## src/hw/rtl/tsgd_pkg.sv

```systemverilog
// ----------------------------------------------------------------------------
// tsgd_pkg - shared definitions for the touch swipe gesture detector
// Register map, reset values, swipe codes and the types passed between the
// configuration block, the tracker and the top level.
// ----------------------------------------------------------------------------
package tsgd_pkg;

	// default widths of the datapath
	localparam int COORD_BITS_DEF = 12;
	localparam int TIME_BITS_DEF  = 32;

	// fixed register widths
	localparam int INTERVAL_W = 20;
	localparam int PIXEL_W    = 12;
	localparam int CFG_DATA_W = 20;
	localparam int CFG_IDX_W  = 3;

	// register indexes
	localparam logic [CFG_IDX_W-1:0] REG_DEVICE_ENABLE   = 3'd0;
	localparam logic [CFG_IDX_W-1:0] REG_SAMPLE_INTERVAL = 3'd1;
	localparam logic [CFG_IDX_W-1:0] REG_RELEASE_GUARD   = 3'd2;
	localparam logic [CFG_IDX_W-1:0] REG_SWIPE_MIN_DX    = 3'd3;
	localparam logic [CFG_IDX_W-1:0] REG_AXIS_LEAD       = 3'd4;

	// register reset values
	localparam logic [INTERVAL_W-1:0] SAMPLE_INTERVAL_RST = 20'd20000;
	localparam logic [INTERVAL_W-1:0] RELEASE_GUARD_RST   = 20'd140000;
	localparam logic [PIXEL_W-1:0]    SWIPE_MIN_DX_RST    = 12'd32;
	localparam logic [PIXEL_W-1:0]    AXIS_LEAD_RST       = 12'd10;

	// swipe codes
	localparam logic [1:0] SWIPE_NONE  = 2'd0;
	localparam logic [1:0] SWIPE_LEFT  = 2'd1;
	localparam logic [1:0] SWIPE_RIGHT = 2'd2;

	typedef struct packed {
		logic                  device_enable;
		logic [INTERVAL_W-1:0] sample_interval;
		logic [INTERVAL_W-1:0] release_guard;
		logic [PIXEL_W-1:0]    swipe_min_dx;
		logic [PIXEL_W-1:0]    axis_lead;
	} cfg_t;

	typedef struct packed {
		logic touch_on;
		logic swipe_done;
		logic suppress;
	} trk_status_t;

endpackage

```

## src/hw/rtl/tsgd_if.sv

```systemverilog
// ----------------------------------------------------------------------------
// tsgd_if - item channels of the touch swipe gesture detector
// Poll channel (timestamp and touch sample) and pointer channel (pointer
// state, position and swipe code), both valid/ready.
// ----------------------------------------------------------------------------
interface tsgd_poll_if #(
	parameter int COORD_BITS = tsgd_pkg::COORD_BITS_DEF,
	parameter int TIME_BITS  = tsgd_pkg::TIME_BITS_DEF
);
	logic                  valid;
	logic                  ready;
	logic [TIME_BITS-1:0]  now_time;
	logic                  read_ok;
	logic                  touch_down;
	logic [COORD_BITS-1:0] touch_x;
	logic [COORD_BITS-1:0] touch_y;

	modport source (output valid, now_time, read_ok, touch_down, touch_x, touch_y,
		input ready);
	modport sink (input valid, now_time, read_ok, touch_down, touch_x, touch_y,
		output ready);
endinterface

interface tsgd_ptr_if #(
	parameter int COORD_BITS = tsgd_pkg::COORD_BITS_DEF
);
	logic                  valid;
	logic                  ready;
	logic                  pointer_pressed;
	logic [COORD_BITS-1:0] pointer_x;
	logic [COORD_BITS-1:0] pointer_y;
	logic [1:0]            swipe_code;

	modport source (output valid, pointer_pressed, pointer_x, pointer_y, swipe_code,
		input ready);
	modport sink (input valid, pointer_pressed, pointer_x, pointer_y, swipe_code,
		output ready);
endinterface

```

## src/hw/rtl/tsgd_cfg_regs.sv

```systemverilog
// ----------------------------------------------------------------------------
// tsgd_cfg_regs - configuration registers
// Write-only register file, one register per mapped index, reset to defaults.
// ----------------------------------------------------------------------------
module tsgd_cfg_regs (
	input  logic                             clk,
	input  logic                             arst_n,
	input  logic                             cfg_wr_en,
	input  logic [tsgd_pkg::CFG_IDX_W-1:0]   cfg_index,
	input  logic [tsgd_pkg::CFG_DATA_W-1:0]  cfg_data,
	output tsgd_pkg::cfg_t                   cfg
);

	tsgd_pkg::cfg_t cfg_q;

	always_ff @(posedge clk or negedge arst_n) begin
		if (!arst_n) begin
			cfg_q.device_enable   <= 1'b0;
			cfg_q.sample_interval <= tsgd_pkg::SAMPLE_INTERVAL_RST;
			cfg_q.release_guard   <= tsgd_pkg::RELEASE_GUARD_RST;
			cfg_q.swipe_min_dx    <= tsgd_pkg::SWIPE_MIN_DX_RST;
			cfg_q.axis_lead       <= tsgd_pkg::AXIS_LEAD_RST;
		end else if (cfg_wr_en) begin
			unique case (cfg_index)
				tsgd_pkg::REG_DEVICE_ENABLE: begin
					cfg_q.device_enable <= cfg_data[0];
				end
				tsgd_pkg::REG_SAMPLE_INTERVAL: begin
					cfg_q.sample_interval <= cfg_data[tsgd_pkg::INTERVAL_W-1:0];
				end
				tsgd_pkg::REG_RELEASE_GUARD: begin
					cfg_q.release_guard <= cfg_data[tsgd_pkg::INTERVAL_W-1:0];
				end
				tsgd_pkg::REG_SWIPE_MIN_DX: begin
					cfg_q.swipe_min_dx <= cfg_data[tsgd_pkg::PIXEL_W-1:0];
				end
				tsgd_pkg::REG_AXIS_LEAD: begin
					cfg_q.axis_lead <= cfg_data[tsgd_pkg::PIXEL_W-1:0];
				end
				default: begin
					// unmapped index: write ignored
				end
			endcase
		end
	end

	assign cfg = cfg_q;

endmodule

```

## src/hw/rtl/tsgd_tracker.sv

```systemverilog
// ----------------------------------------------------------------------------
// tsgd_tracker - touch state and swipe classification
// Holds the latched sample and touch tracking state; from one registered poll
// item works out the pointer result and the next state in a single pass.
// ----------------------------------------------------------------------------
module tsgd_tracker #(
	parameter int COORD_BITS = tsgd_pkg::COORD_BITS_DEF,
	parameter int TIME_BITS  = tsgd_pkg::TIME_BITS_DEF
) (
	input  logic                  clk,
	input  logic                  arst_n,
	input  tsgd_pkg::cfg_t        cfg,
	input  logic                  step,
	input  logic [TIME_BITS-1:0]  now_time,
	input  logic                  read_ok,
	input  logic                  touch_down,
	input  logic [COORD_BITS-1:0] touch_x,
	input  logic [COORD_BITS-1:0] touch_y,
	output logic                  pointer_pressed,
	output logic [COORD_BITS-1:0] pointer_x,
	output logic [COORD_BITS-1:0] pointer_y,
	output logic [1:0]            swipe_code,
	output tsgd_pkg::trk_status_t status
);

	// travel compare width: wide enough for vertical travel plus margin
	localparam int SUM_W =
		((COORD_BITS > tsgd_pkg::PIXEL_W) ? COORD_BITS : tsgd_pkg::PIXEL_W) + 1;

	logic                  held_down_q, held_down_nx;
	logic [COORD_BITS-1:0] held_x_q, held_x_nx, held_y_q, held_y_nx;
	logic [COORD_BITS-1:0] last_x_q, last_x_nx, last_y_q, last_y_nx;
	logic [COORD_BITS-1:0] start_x_q, start_x_nx, start_y_q, start_y_nx;
	logic                  touch_on_q, touch_on_nx;
	logic                  swipe_done_q, swipe_done_nx;
	logic                  suppress_q, suppress_nx;
	logic [TIME_BITS-1:0]  press_time_q, press_time_nx;
	logic [TIME_BITS-1:0]  sample_time_q, sample_time_nx;

	logic [TIME_BITS-1:0]  since_sample, since_press;
	logic                  sample_due, guard_over;

	logic [COORD_BITS-1:0] cls_x, cls_y, ax, ay;
	logic                  cls_hit;
	logic [1:0]            cls_code;

	assign since_sample = now_time - sample_time_q;
	assign since_press  = now_time - press_time_q;
	assign sample_due   = since_sample >= TIME_BITS'(cfg.sample_interval);
	assign guard_over   = since_press >= TIME_BITS'(cfg.release_guard);

	// one classifier: latched sample during the touch, last position at release
	always_comb begin
		cls_x = held_down_nx ? held_x_nx : last_x_q;
		cls_y = held_down_nx ? held_y_nx : last_y_q;
		ax = (cls_x >= start_x_q) ? cls_x - start_x_q : start_x_q - cls_x;
		ay = (cls_y >= start_y_q) ? cls_y - start_y_q : start_y_q - cls_y;
		cls_hit = (SUM_W'(ax) >= SUM_W'(cfg.swipe_min_dx)) &&
			(SUM_W'(ax) > SUM_W'(ay) + SUM_W'(cfg.axis_lead));
		if (!cls_hit) begin
			cls_code = tsgd_pkg::SWIPE_NONE;
		end else if (cls_x < start_x_q) begin
			cls_code = tsgd_pkg::SWIPE_LEFT;
		end else begin
			cls_code = tsgd_pkg::SWIPE_RIGHT;
		end
	end

	always_comb begin
		held_down_nx   = held_down_q;
		held_x_nx      = held_x_q;
		held_y_nx      = held_y_q;
		last_x_nx      = last_x_q;
		last_y_nx      = last_y_q;
		start_x_nx     = start_x_q;
		start_y_nx     = start_y_q;
		touch_on_nx    = touch_on_q;
		swipe_done_nx  = swipe_done_q;
		suppress_nx    = suppress_q;
		press_time_nx  = press_time_q;
		sample_time_nx = sample_time_q;
		pointer_pressed = 1'b0;
		swipe_code      = tsgd_pkg::SWIPE_NONE;

		if (cfg.device_enable) begin
			if (sample_due) begin
				if (read_ok) begin
					held_down_nx = touch_down;
					held_x_nx    = touch_x;
					held_y_nx    = touch_y;
				end
				sample_time_nx = now_time;
			end

			if (suppress_q) begin
				// held released after a swipe until lift and guard expiry
				if (!held_down_nx && guard_over) begin
					suppress_nx   = 1'b0;
					touch_on_nx   = 1'b0;
					swipe_done_nx = 1'b0;
				end
			end else if (held_down_nx) begin
				pointer_pressed = 1'b1;
				last_x_nx       = held_x_nx;
				last_y_nx       = held_y_nx;
				press_time_nx   = now_time;
				if (!touch_on_q) begin
					touch_on_nx   = 1'b1;
					swipe_done_nx = 1'b0;
					start_x_nx    = held_x_nx;
					start_y_nx    = held_y_nx;
				end else if (!swipe_done_q) begin
					swipe_code = cls_code;
					if (cls_code != tsgd_pkg::SWIPE_NONE) begin
						swipe_done_nx   = 1'b1;
						suppress_nx     = 1'b1;
						pointer_pressed = 1'b0;
					end
				end
			end else if (touch_on_q && !guard_over) begin
				pointer_pressed = 1'b1;
			end else begin
				// touch ends: late swipe check on the last position
				if (touch_on_q && !swipe_done_q) begin
					swipe_code = cls_code;
				end
				touch_on_nx   = 1'b0;
				swipe_done_nx = 1'b0;
			end
		end
	end

	assign pointer_x = last_x_nx;
	assign pointer_y = last_y_nx;

	always_ff @(posedge clk or negedge arst_n) begin
		if (!arst_n) begin
			held_down_q   <= 1'b0;
			held_x_q      <= '0;
			held_y_q      <= '0;
			last_x_q      <= '0;
			last_y_q      <= '0;
			start_x_q     <= '0;
			start_y_q     <= '0;
			touch_on_q    <= 1'b0;
			swipe_done_q  <= 1'b0;
			suppress_q    <= 1'b0;
			press_time_q  <= '0;
			sample_time_q <= '0;
		end else if (step) begin
			held_down_q   <= held_down_nx;
			held_x_q      <= held_x_nx;
			held_y_q      <= held_y_nx;
			last_x_q      <= last_x_nx;
			last_y_q      <= last_y_nx;
			start_x_q     <= start_x_nx;
			start_y_q     <= start_y_nx;
			touch_on_q    <= touch_on_nx;
			swipe_done_q  <= swipe_done_nx;
			suppress_q    <= suppress_nx;
			press_time_q  <= press_time_nx;
			sample_time_q <= sample_time_nx;
		end
	end

	assign status.touch_on   = touch_on_q;
	assign status.swipe_done = swipe_done_q;
	assign status.suppress   = suppress_q;

endmodule

```

## src/hw/rtl/touch_swipe_gesture_detector.sv

```systemverilog
// ----------------------------------------------------------------------------
// touch_swipe_gesture_detector - pointer state and horizontal swipe detection
// Turns polled touch samples into pointer items with a swipe code.
// ----------------------------------------------------------------------------
// Usage:
//   poll : one item per controller poll (timestamp, read status, touch
//          sample). Accepted on valid && ready.
//   ptr  : exactly one item per poll item, in order: pointer pressed,
//          last pressed position and swipe code (none, left, right).
//   cfg  : write-only registers, indexed as the register map in tsgd_pkg;
//          write only while no poll item is in flight.
// A poll item passes through the input register, then through the tracker
// into the result register, which drives ptr.
// Throughput is one item per cycle while ptr does not stall; the tracker state
// updates as each item advances, so back-to-back items see each other's updates.
// Reset clears both stages, all tracking state and restores the register
// defaults (controller disabled).
// When ptr stalls the result is held in the output register, the input
// register takes one more item, then poll.ready drops until ptr drains.
// ----------------------------------------------------------------------------
module touch_swipe_gesture_detector #(
	parameter int COORD_BITS = tsgd_pkg::COORD_BITS_DEF,
	parameter int TIME_BITS  = tsgd_pkg::TIME_BITS_DEF
) (
	input  logic                            clk,
	input  logic                            arst_n,
	tsgd_poll_if.sink                       poll,
	tsgd_ptr_if.source                      ptr,
	input  logic                            cfg_wr_en,
	input  logic [tsgd_pkg::CFG_IDX_W-1:0]  cfg_index,
	input  logic [tsgd_pkg::CFG_DATA_W-1:0] cfg_data
);

	tsgd_pkg::cfg_t        cfg;
	tsgd_pkg::trk_status_t trk_status;

	// input register
	logic                  valid_s1;
	logic [TIME_BITS-1:0]  now_time_s1;
	logic                  read_ok_s1;
	logic                  touch_down_s1;
	logic [COORD_BITS-1:0] touch_x_s1;
	logic [COORD_BITS-1:0] touch_y_s1;

	// result register
	logic                  valid_s2;
	logic                  pressed_s2;
	logic [COORD_BITS-1:0] x_s2;
	logic [COORD_BITS-1:0] y_s2;
	logic [1:0]            swipe_s2;

	// tracker result for the item in the input register
	logic                  trk_pressed;
	logic [COORD_BITS-1:0] trk_x;
	logic [COORD_BITS-1:0] trk_y;
	logic [1:0]            trk_swipe;

	logic advance;   // item moves from input register into result register
	logic in_take;

	assign advance    = valid_s1 && (!valid_s2 || ptr.ready);
	assign poll.ready = !valid_s1 || advance;
	assign in_take    = poll.valid && poll.ready;

	tsgd_cfg_regs u_cfg (
		.clk       (clk),
		.arst_n    (arst_n),
		.cfg_wr_en (cfg_wr_en),
		.cfg_index (cfg_index),
		.cfg_data  (cfg_data),
		.cfg       (cfg)
	);

	tsgd_tracker #(
		.COORD_BITS (COORD_BITS),
		.TIME_BITS  (TIME_BITS)
	) u_tracker (
		.clk             (clk),
		.arst_n          (arst_n),
		.cfg             (cfg),
		.step            (advance),
		.now_time        (now_time_s1),
		.read_ok         (read_ok_s1),
		.touch_down      (touch_down_s1),
		.touch_x         (touch_x_s1),
		.touch_y         (touch_y_s1),
		.pointer_pressed (trk_pressed),
		.pointer_x       (trk_x),
		.pointer_y       (trk_y),
		.swipe_code      (trk_swipe),
		.status          (trk_status)
	);

	// stage 1 control
	always_ff @(posedge clk or negedge arst_n) begin
		if (!arst_n) begin
			valid_s1 <= 1'b0;
		end else if (poll.ready) begin
			valid_s1 <= poll.valid;
		end
	end

	// stage 1 payload
	always_ff @(posedge clk) begin
		if (in_take) begin
			now_time_s1   <= poll.now_time;
			read_ok_s1    <= poll.read_ok;
			touch_down_s1 <= poll.touch_down;
			touch_x_s1    <= poll.touch_x;
			touch_y_s1    <= poll.touch_y;
		end
	end

	// stage 2 control
	always_ff @(posedge clk or negedge arst_n) begin
		if (!arst_n) begin
			valid_s2 <= 1'b0;
		end else if (advance) begin
			valid_s2 <= 1'b1;
		end else if (ptr.ready) begin
			valid_s2 <= 1'b0;
		end
	end

	// stage 2 payload
	always_ff @(posedge clk) begin
		if (advance) begin
			pressed_s2 <= trk_pressed;
			x_s2       <= trk_x;
			y_s2       <= trk_y;
			swipe_s2   <= trk_swipe;
		end
	end

	assign ptr.valid           = valid_s2;
	assign ptr.pointer_pressed = pressed_s2;
	assign ptr.pointer_x       = x_s2;
	assign ptr.pointer_y       = y_s2;
	assign ptr.swipe_code      = swipe_s2;

	// a reported swipe always comes with a released pointer
	a_swipe_released: assert property (@(posedge clk) disable iff (!arst_n)
		ptr.valid && (ptr.swipe_code != tsgd_pkg::SWIPE_NONE) |-> !ptr.pointer_pressed)
		else $error("swipe reported with pointer pressed");

	// a ready receiver never back-pressures the poll side
	a_ready_through: assert property (@(posedge clk) disable iff (!arst_n)
		ptr.ready |-> poll.ready)
		else $error("poll stalled while ptr ready");

	// suppression only exists inside a touch that has already swiped
	a_suppress_in_touch: assert property (@(posedge clk) disable iff (!arst_n)
		trk_status.suppress |-> (trk_status.touch_on && trk_status.swipe_done))
		else $error("suppression outside a swiped touch");

	// a result enters the output register only when an item advances into it
	a_result_from_stage: assert property (@(posedge clk) disable iff (!arst_n)
		$rose(valid_s2) |-> $past(advance))
		else $error("result valid without an item advancing");

endmodule
```

## src/flat_wrapper.sv

```systemverilog
// flat-port wrapper written by rule: the top's interface ports become plain ports
module touch_swipe_gesture_detector_flat 
#(
	parameter int COORD_BITS = tsgd_pkg::COORD_BITS_DEF,
	parameter int TIME_BITS  = tsgd_pkg::TIME_BITS_DEF
)
  (clk, arst_n, cfg_wr_en, cfg_index, cfg_data, poll_valid, poll_now_time, poll_read_ok, poll_touch_down, poll_touch_x, poll_touch_y, poll_ready, ptr_valid, ptr_pointer_pressed, ptr_pointer_x, ptr_pointer_y, ptr_swipe_code, ptr_ready);
  tsgd_poll_if #(.COORD_BITS(COORD_BITS), .TIME_BITS(TIME_BITS)) poll_i ();
  tsgd_ptr_if #(.COORD_BITS(COORD_BITS)) ptr_i ();
  input  logic clk;
  input  logic arst_n;
  input  logic cfg_wr_en;
  input  logic [tsgd_pkg::CFG_IDX_W-1:0] cfg_index;
  input  logic [tsgd_pkg::CFG_DATA_W-1:0] cfg_data;
  input wire logic [$bits(poll_i.valid)-1:0] poll_valid;
  input wire logic [$bits(poll_i.now_time)-1:0] poll_now_time;
  input wire logic [$bits(poll_i.read_ok)-1:0] poll_read_ok;
  input wire logic [$bits(poll_i.touch_down)-1:0] poll_touch_down;
  input wire logic [$bits(poll_i.touch_x)-1:0] poll_touch_x;
  input wire logic [$bits(poll_i.touch_y)-1:0] poll_touch_y;
  output wire logic [$bits(poll_i.ready)-1:0] poll_ready;
  output wire logic [$bits(ptr_i.valid)-1:0] ptr_valid;
  output wire logic [$bits(ptr_i.pointer_pressed)-1:0] ptr_pointer_pressed;
  output wire logic [$bits(ptr_i.pointer_x)-1:0] ptr_pointer_x;
  output wire logic [$bits(ptr_i.pointer_y)-1:0] ptr_pointer_y;
  output wire logic [$bits(ptr_i.swipe_code)-1:0] ptr_swipe_code;
  input wire logic [$bits(ptr_i.ready)-1:0] ptr_ready;
  assign poll_i.valid = poll_valid;
  assign poll_i.now_time = poll_now_time;
  assign poll_i.read_ok = poll_read_ok;
  assign poll_i.touch_down = poll_touch_down;
  assign poll_i.touch_x = poll_touch_x;
  assign poll_i.touch_y = poll_touch_y;
  assign poll_ready = poll_i.ready;
  assign ptr_valid = ptr_i.valid;
  assign ptr_pointer_pressed = ptr_i.pointer_pressed;
  assign ptr_pointer_x = ptr_i.pointer_x;
  assign ptr_pointer_y = ptr_i.pointer_y;
  assign ptr_swipe_code = ptr_i.swipe_code;
  assign ptr_i.ready = ptr_ready;
  touch_swipe_gesture_detector #(.COORD_BITS(COORD_BITS), .TIME_BITS(TIME_BITS)) u_core (.clk(clk), .arst_n(arst_n), .poll(poll_i), .ptr(ptr_i), .cfg_wr_en(cfg_wr_en), .cfg_index(cfg_index), .cfg_data(cfg_data));
endmodule
```

## config.mk

```make
export PLATFORM = sky130hd
export DESIGN_NAME = touch_swipe_gesture_detector_flat
export DESIGN_NICKNAME = d
export VERILOG_FILES = /design/src/hw/rtl/tsgd_pkg.sv /design/src/hw/rtl/tsgd_if.sv /design/src/hw/rtl/tsgd_cfg_regs.sv /design/src/hw/rtl/tsgd_tracker.sv /design/src/hw/rtl/touch_swipe_gesture_detector.sv /design/src/flat_wrapper.sv
export SDC_FILE = /design/constraint.sdc
export NUM_CORES = 1
export LEC_CHECK = 0
export BUFFER_PORTS_ARGS = -buffer_cell sky130_fd_sc_hd__buf_2
export CORE_MARGIN = 4
export CORE_UTILIZATION = 48
export DETAILED_ROUTE_END_ITERATION = 10
export PLACE_DENSITY_LB_ADDON = 0.3
export SETUP_SLACK_MARGIN = 0.2
export SLEW_MARGIN = 0
export SYNTH_ARGS = -nofsm -noshare
export SYNTH_HDL_FRONTEND = slang
export SYNTH_SLANG_ARGS = --single-unit
```

## constraint.sdc

```tcl
create_clock -name clk -period 18.3 [get_ports clk]
set_clock_uncertainty 0.15 [all_clocks]
set_input_delay 2.745 -clock clk [delete_from_list [all_inputs] [get_ports clk]]
set_output_delay 2.745 -clock clk [all_outputs]
set_load 0.01 [all_outputs]
```

-- Yosys cells after proc, flatten, opt, wreduce, memory -nomap -nowiden
Cells that the tools add are included.
- output and inout port bits: 29
- logic and storage cells: 126
- flip-flop bits (word level): 292
- add/sub/neg operators: 7
- reductions and logical operators: 27
- bitwise logic cells: 3
- order comparisons: 7
- mux-type cells: 48
- eq/ne operators: 6
- operators with widths (cell ; number):
    $mux W12 ; 16
    $ge A32 B20 Y1 ; 2
    $sub A32 B32 Y32 ; 2
    $sub A12 B12 Y12 ; 4
    $ge A12 B12 Y1 ; 3
    $mux W1 ; 25
    $mux W2 ; 7
    $add A12 B12 Y13 ; 1
    $gt A12 B13 Y1 ; 1
    $lt A12 B12 Y1 ; 1
    $reduce_and A2 Y1 ; 6
    $reduce_and A4 Y1 ; 2
    $eq A3 B2 Y1 const B ; 2
    $logic_and A1 B1 Y1 ; 6
    $logic_not A1 Y1 ; 5
    $reduce_and A5 Y1 ; 1
    $reduce_bool A2 Y1 ; 2
    $eq A3 B1 Y1 const B ; 1
    $eq A3 B3 Y1 const B ; 1
    $logic_not A3 Y1 ; 1
    $ne A3 B3 Y1 const B ; 1
    $not A1 Y1 ; 3
    $reduce_and A3 Y1 ; 1
    $logic_or A1 B1 Y1 ; 2
    other kinds (2) ; 2

-- Longest topological paths before layout
- depth after elaboration: 18
- gate-level depth with buffers: 54
- depth with buffers taken out: 51

-- Cells and area by module
A second synthesis with hierarchy kept.
- cells, all modules: 1970
- area, all modules: 20040.5 sq um
- by module, submodules not included (module ; sequential area each (sq um) ; instances ; area each (sq um) ; cells an instance):
    tsgd_tracker ; 3503.4 ; 1 ; 14731.6 ; 1736
    touch_swipe_gesture_detector ; 2602.5 ; 1 ; 2656.3 ; 93
    tsgd_cfg_regs ; 1644.1 ; 1 ; 2652.5 ; 141

-- Worst setup path after synthesis
OpenSTA, ideal clock, no wires.
- kind: register -> register
- start point: reg u_core.now_time_s1[0]
- end point: reg u_core.swipe_s2[0], in the netlist u_core.ptr.swipe_code[0] (data pin)
- data required time: 17.983 ns
- slack: 8.034 ns
- setup time: 0.167 ns
- buffers on the path: 3
- arrival time: 9.949 ns
- clock period less this slack: 10.266 ns
- stages on the path, launching flop included: 53
- cell sequence: edfxtp_1 inv_1 ha_1 inv_1 fa_1 a211oi_1 o21bai_1 a21oi_2 o31ai_2 and2_1 nor2_1 xnor2_1 ha_1 a211oi_1 nor2_1 a211oi_1 o211a_1 o2111ai_1 [17 not listed] xnor2_1 ha_1 a21o_1 a21o_1 a21o_1 a21oi_1 nor2b_1 o21a_1 o21a_1 o41ai_1 xor2_1 ha_1 nand3_1 nor3_1 a311o_1 nor4_1 nand2_1 a211oi_1
- cells in the longest elaborated chain, start to end: 15
- elaborated cells between the ends (all ways): 35
- those cells by class: add/sub (7); order compare (7); mux (18); reduce/logical (3)
- ends and longest elaborated chain (what ; line ; source):
    from (decl) ; touch_swipe_gesture_detector.sv:39 ; logic [TIME_BITS-1:0] now_time_s1;
    from (signal assigned) ; touch_swipe_gesture_detector.sv:106 ; now_time_s1 <= poll.now_time;
    $sub A32 B32 Y32 ; tsgd_tracker.sv:47 ; assign since_sample = now_time - sample_time_q;
    $ge A32 B20 Y1 ; tsgd_tracker.sv:49 ; assign sample_due = since_sample >= TIME_BITS'(cfg.sample_interval);
    $mux W1 ; tsgd_tracker.sv:86 ; if (sample_due) begin
    $mux W1 (2 in series) ; tsgd_tracker.sv:85 ; if (cfg.device_enable) begin
    $mux W12 ; tsgd_tracker.sv:55 ; cls_y = held_down_nx ? held_y_nx : last_y_q;
    $sub A12 B12 Y12 / $ge A12 B12 Y1 (equally long branches) ; tsgd_tracker.sv:57 ; ay = (cls_y >= start_y_q) ? cls_y - start_y_q : start_y_q - cls_y;
    $mux W12 ; tsgd_tracker.sv:57 ;
    $add A12 B12 Y13 ; tsgd_tracker.sv:59 ; (SUM_W'(ax) > SUM_W'(ay) + SUM_W'(cfg.axis_lead));
    $gt A12 B13 Y1 ; tsgd_tracker.sv:59 ;
    $logic_and A1 B1 Y1 ; tsgd_tracker.sv:58 ; cls_hit = (SUM_W'(ax) >= SUM_W'(cfg.swipe_min_dx)) &&
    $mux W2 ; tsgd_tracker.sv:60 ; if (!cls_hit) begin
    $mux W2, on equally long branches ; tsgd_tracker.sv:124, tsgd_tracker.sv:112 ;
    $mux W2, on equally long branches ; tsgd_tracker.sv:120, tsgd_tracker.sv:107 ;
    $mux W2 (*) ; tsgd_tracker.sv:102 ; end else if (held_down_nx) begin
    to (signal assigned) ; touch_swipe_gesture_detector.sv:131 ; swipe_s2 <= trk_swipe;
    to (decl) ; touch_swipe_gesture_detector.sv:50 ; logic [1:0] swipe_s2;
Mark *: on every way between the ends. The rest lies on a longest branch, timed or not. The select of a mux whose other input is x is not followed.
A chain may end at the register's enable or synchronous reset.

-- Worst setup path in the final report
- start point: reg u_core.now_time_s1[0]
- end point: reg u_core.swipe_s2[1], in the netlist u_core.ptr.swipe_code[1] (data pin)
Same word-level chain as after synthesis.

==> flow_metrics.tcl <==
set metrics [dict create \
    status "finished, final reports clean" \
    initial_core_util_pct 48.4 \
    antenna_found_initial 0 \
    drive_gt1_share_pct 14.8 \
    ys_dominant_reg_cell "dfrtp_1" \
    cap_violations 0 \
    ys_types 90 \
    synthCells 2143 \
    ios 115 \
    cts_tree "yes" \
    vdd_drop_max_mv 0.201 \
    drtIter0Drc 1184 \
    htreeDepth 2 \
    period_needed_ns 12.34 \
    place_congestion 0.920 \
    antenna_cells 0 \
    required_ns 18.53 \
    post_cts_buffers 0 \
    drc_errors 0 \
    coreArea_um2 43000 \
    critPathArrivalTime_ns 12.58 \
    grt.overflow.total 0 \
    r2r_setup_slack_ns 5.96 \
    setup_viol 0 \
    clkTransAtPathRegs_ns 0.06 \
    start_kind "flop" \
    synth_warnings 0 \
    nNetsFinal 2496 \
    cpPeakStageDelay_ns 0.94 \
    crit_family "compound AO/OA/AOI/OAI gates" \
    max_freq_ghz 0.0810 \
    async_flop_share_pct 70.9 \
    slew_headroom_pct 21.4 \
    synth_fp_nets 2422 \
    yosysTopAreaCell "dfrtp_1" \
    hold_buffers 0 \
    cts_buffers 37 \
    area_growth_pct 10.6 \
    routed.top_layer "met4" \
    worstMarginPinSlew_ns 1.18 \
    cts_buffer_depth 3 \
    crit_top_cell "a21o_1" \
    rsz0062_at_grt "false" \
    hpwl_um 42100 \
    startpoint "u_core.now_time_s1[0]$_DFFE_PP_" \
    wl_um 56600 \
    track_usage_pct 23.8 \
    fp.dieArea_um2 46700 \
    yosysMostFrequentCell "inv_1" \
    grt_max_degree 80 \
    leakage_nw 10.6 \
    die_h_um 216 \
    die_x_um 216 \
    timing.final.ws_setup_ns 5.96 \
    wl_per_cell_um 20.0 \
    hold_viol_final 0 \
    cp_slowest_cell "o21ai_1" \
    clock-root-buffer "clkbuf_16" \
    fin_setup_tns_ns 0 \
    yosysSeqAreaShare_pct 37.3 \
    insertion_delay_ns 0.55 \
    synth_edf_count 85 \
    row_count 76 \
    port-buffer-count 114 \
    ant_nets 0 \
    m1WireLength_um 25400 \
    r2r_start "u_core.now_time_s1[0]$_DFFE_PP_" \
    synth-seq-cells 292 \
    drv_slew 0 \
    vias 16900 \
    viasPerCell 5.98 \
    syn_area_per_cell_um2 9.71 \
    worst-path-stages 49 \
    nFillCells 3915 \
    clock_sinks 292 \
    grt_pass1_vias 16700 \
    grt_pass1_wl_um 90400 \
    crit_fanout 46 \
    synthDominantCellAreaShare_pct 23.2 \
    path_buf_inv 3 \
    power.density_nw_per_um2 221 \
    netlist_area_um2 20800 \
    hp-class "flop to flop" \
    synth_area_leaders "dfrtp_1 23%, edfxtp_1 12%, ha_1 11%, mux2_2 5.0%, inv_1 4.4%" \
    routed-wl-met2_um 26300 \
    worstSetupPathType "flop to flop" \
    post-place-ws_ns 6.13 \
    period_share_pct 67.5 \
    met3WireLength_um 3070 \
    drt_pass1_iterations 5 \
    worst_r2r_endpoint "u_core.ptr.swipe_code[1]$_SDFFCE_PP0P_" \
    ctsResizeCount 0 \
    end_kind "flop" \
    r2r_cells 49 \
    ys_top_cells_by_count "244 x inv_1, 193 x dfrtp_1, 186 x ha_1" \
    crit_end "u_core.ptr.swipe_code[1]$_SDFFCE_PP0P_" \
]
## how the worst min path moves through the flow
stage,from,end,depth (start not counted)
2_1_floorplan,u_core.valid_s1$_DFFE_PN0N_,u_core.ptr.valid$_DFFE_PN0P_,1
3_3_place_gp,u_core.valid_s1$_DFFE_PN0N_,u_core.ptr.valid$_DFFE_PN0P_,1
3_5_place_dp,u_core.u_tracker.sample_time_q[16]$_DFFE_PN0P_,u_core.u_tracker.sample_time_q[16]$_DFFE_PN0P_,1
4_1_cts,u_core.u_tracker.sample_time_q[16]$_DFFE_PN0P_,u_core.u_tracker.sample_time_q[16]$_DFFE_PN0P_,1
5_1_grt,u_core.u_tracker.sample_time_q[29]$_DFFE_PN0P_,u_core.u_tracker.sample_time_q[29]$_DFFE_PN0P_,1
6_report,u_core.u_tracker.sample_time_q[16]$_DFFE_PN0P_,u_core.u_tracker.sample_time_q[16]$_DFFE_PN0P_,1
## stage by stage
step / power, W / hold slack (ns) / std cells / cell area (um2) / utilization, %
global route: 0.00556 / 0.363 / 2831 / 23000 / 53.6
detailed placement: 0.00432 / 0.331 / 2763 / 21800 / 50.7
global placement: 0.00421 / 0.313 / 2763 / 21800 / 50.7
finish: 0.00510 / 0.340 / 2831 / 23000 / 53.6
floorplan: 0.00346 / 0.299 / 2143 / 20800 / -
CTS: 0.00508 / 0.344 / 2831 / 23000 / 53.6
## where the power goes
part	switching, W	total, W	internal [W]
Clock	0.000289	0.000729	0.000439
Combinational	0.00193	0.00336	0.00143
Sequential	0.000129	0.00101	0.000877
## cells in the final DEF (no fill, tap or decap), types with 27 or more instances in the layout
master	n
clkbuf_16	40
nor3_1	47
a21o_1	60
o21ai_0	104
o211a_1	29
or3_1	54
nand2_1	120
inv_1	244
mux2i_1	84
a221oi_1	27
buf_2	113
nor2_1	101
o211ai_1	39
mux2_2	92
xnor2_1	45
nand4_1	50
a21oi_1	111
ha_1	186
edfxtp_1	85
dfrtp_1	193
## layer usage
metal	GRT usage (%)	up-vias
li1	-	8017
met1	32.6	8331
met2	38.4	484
met3	4.37	111
met4	7.79	0
met5	0	-
## kinds of logic after synthesis
logic type,count (synthesis),share of synthesized area (%)
AND/OR/NAND/NOR,485,11.9
buffers and inverters,345,7.04
multiplexers,181,9.29
AO/OA/AOI/OAI,576,19.7
XOR/XNOR,71,2.99
flip-flops,292,37.3
adder cells (fa/ha/maj),193,11.9
## registers in the layout, indices dropped and copies added (netlist names), 32 cells and up
register	cells
u_core.now_time_s1	32
u_core.u_tracker.press_time_q	32
u_core.u_cfg.cfg	65
u_core.u_tracker.sample_time_q	32
## area by class of cell
cell class                 count  area (um2)  share of cell area, %
timing repair buffer         135         737                   3.20
tap                          585         732                   3.18
multi-input combinational   1506       11700                   50.6
inverter                     245         920                   4.00
clock inverter                19         156                  0.679
sequential                   292        7750                   33.7
clock buffer                  49        1060                   4.63
Power figures use the tool's default switching activity.
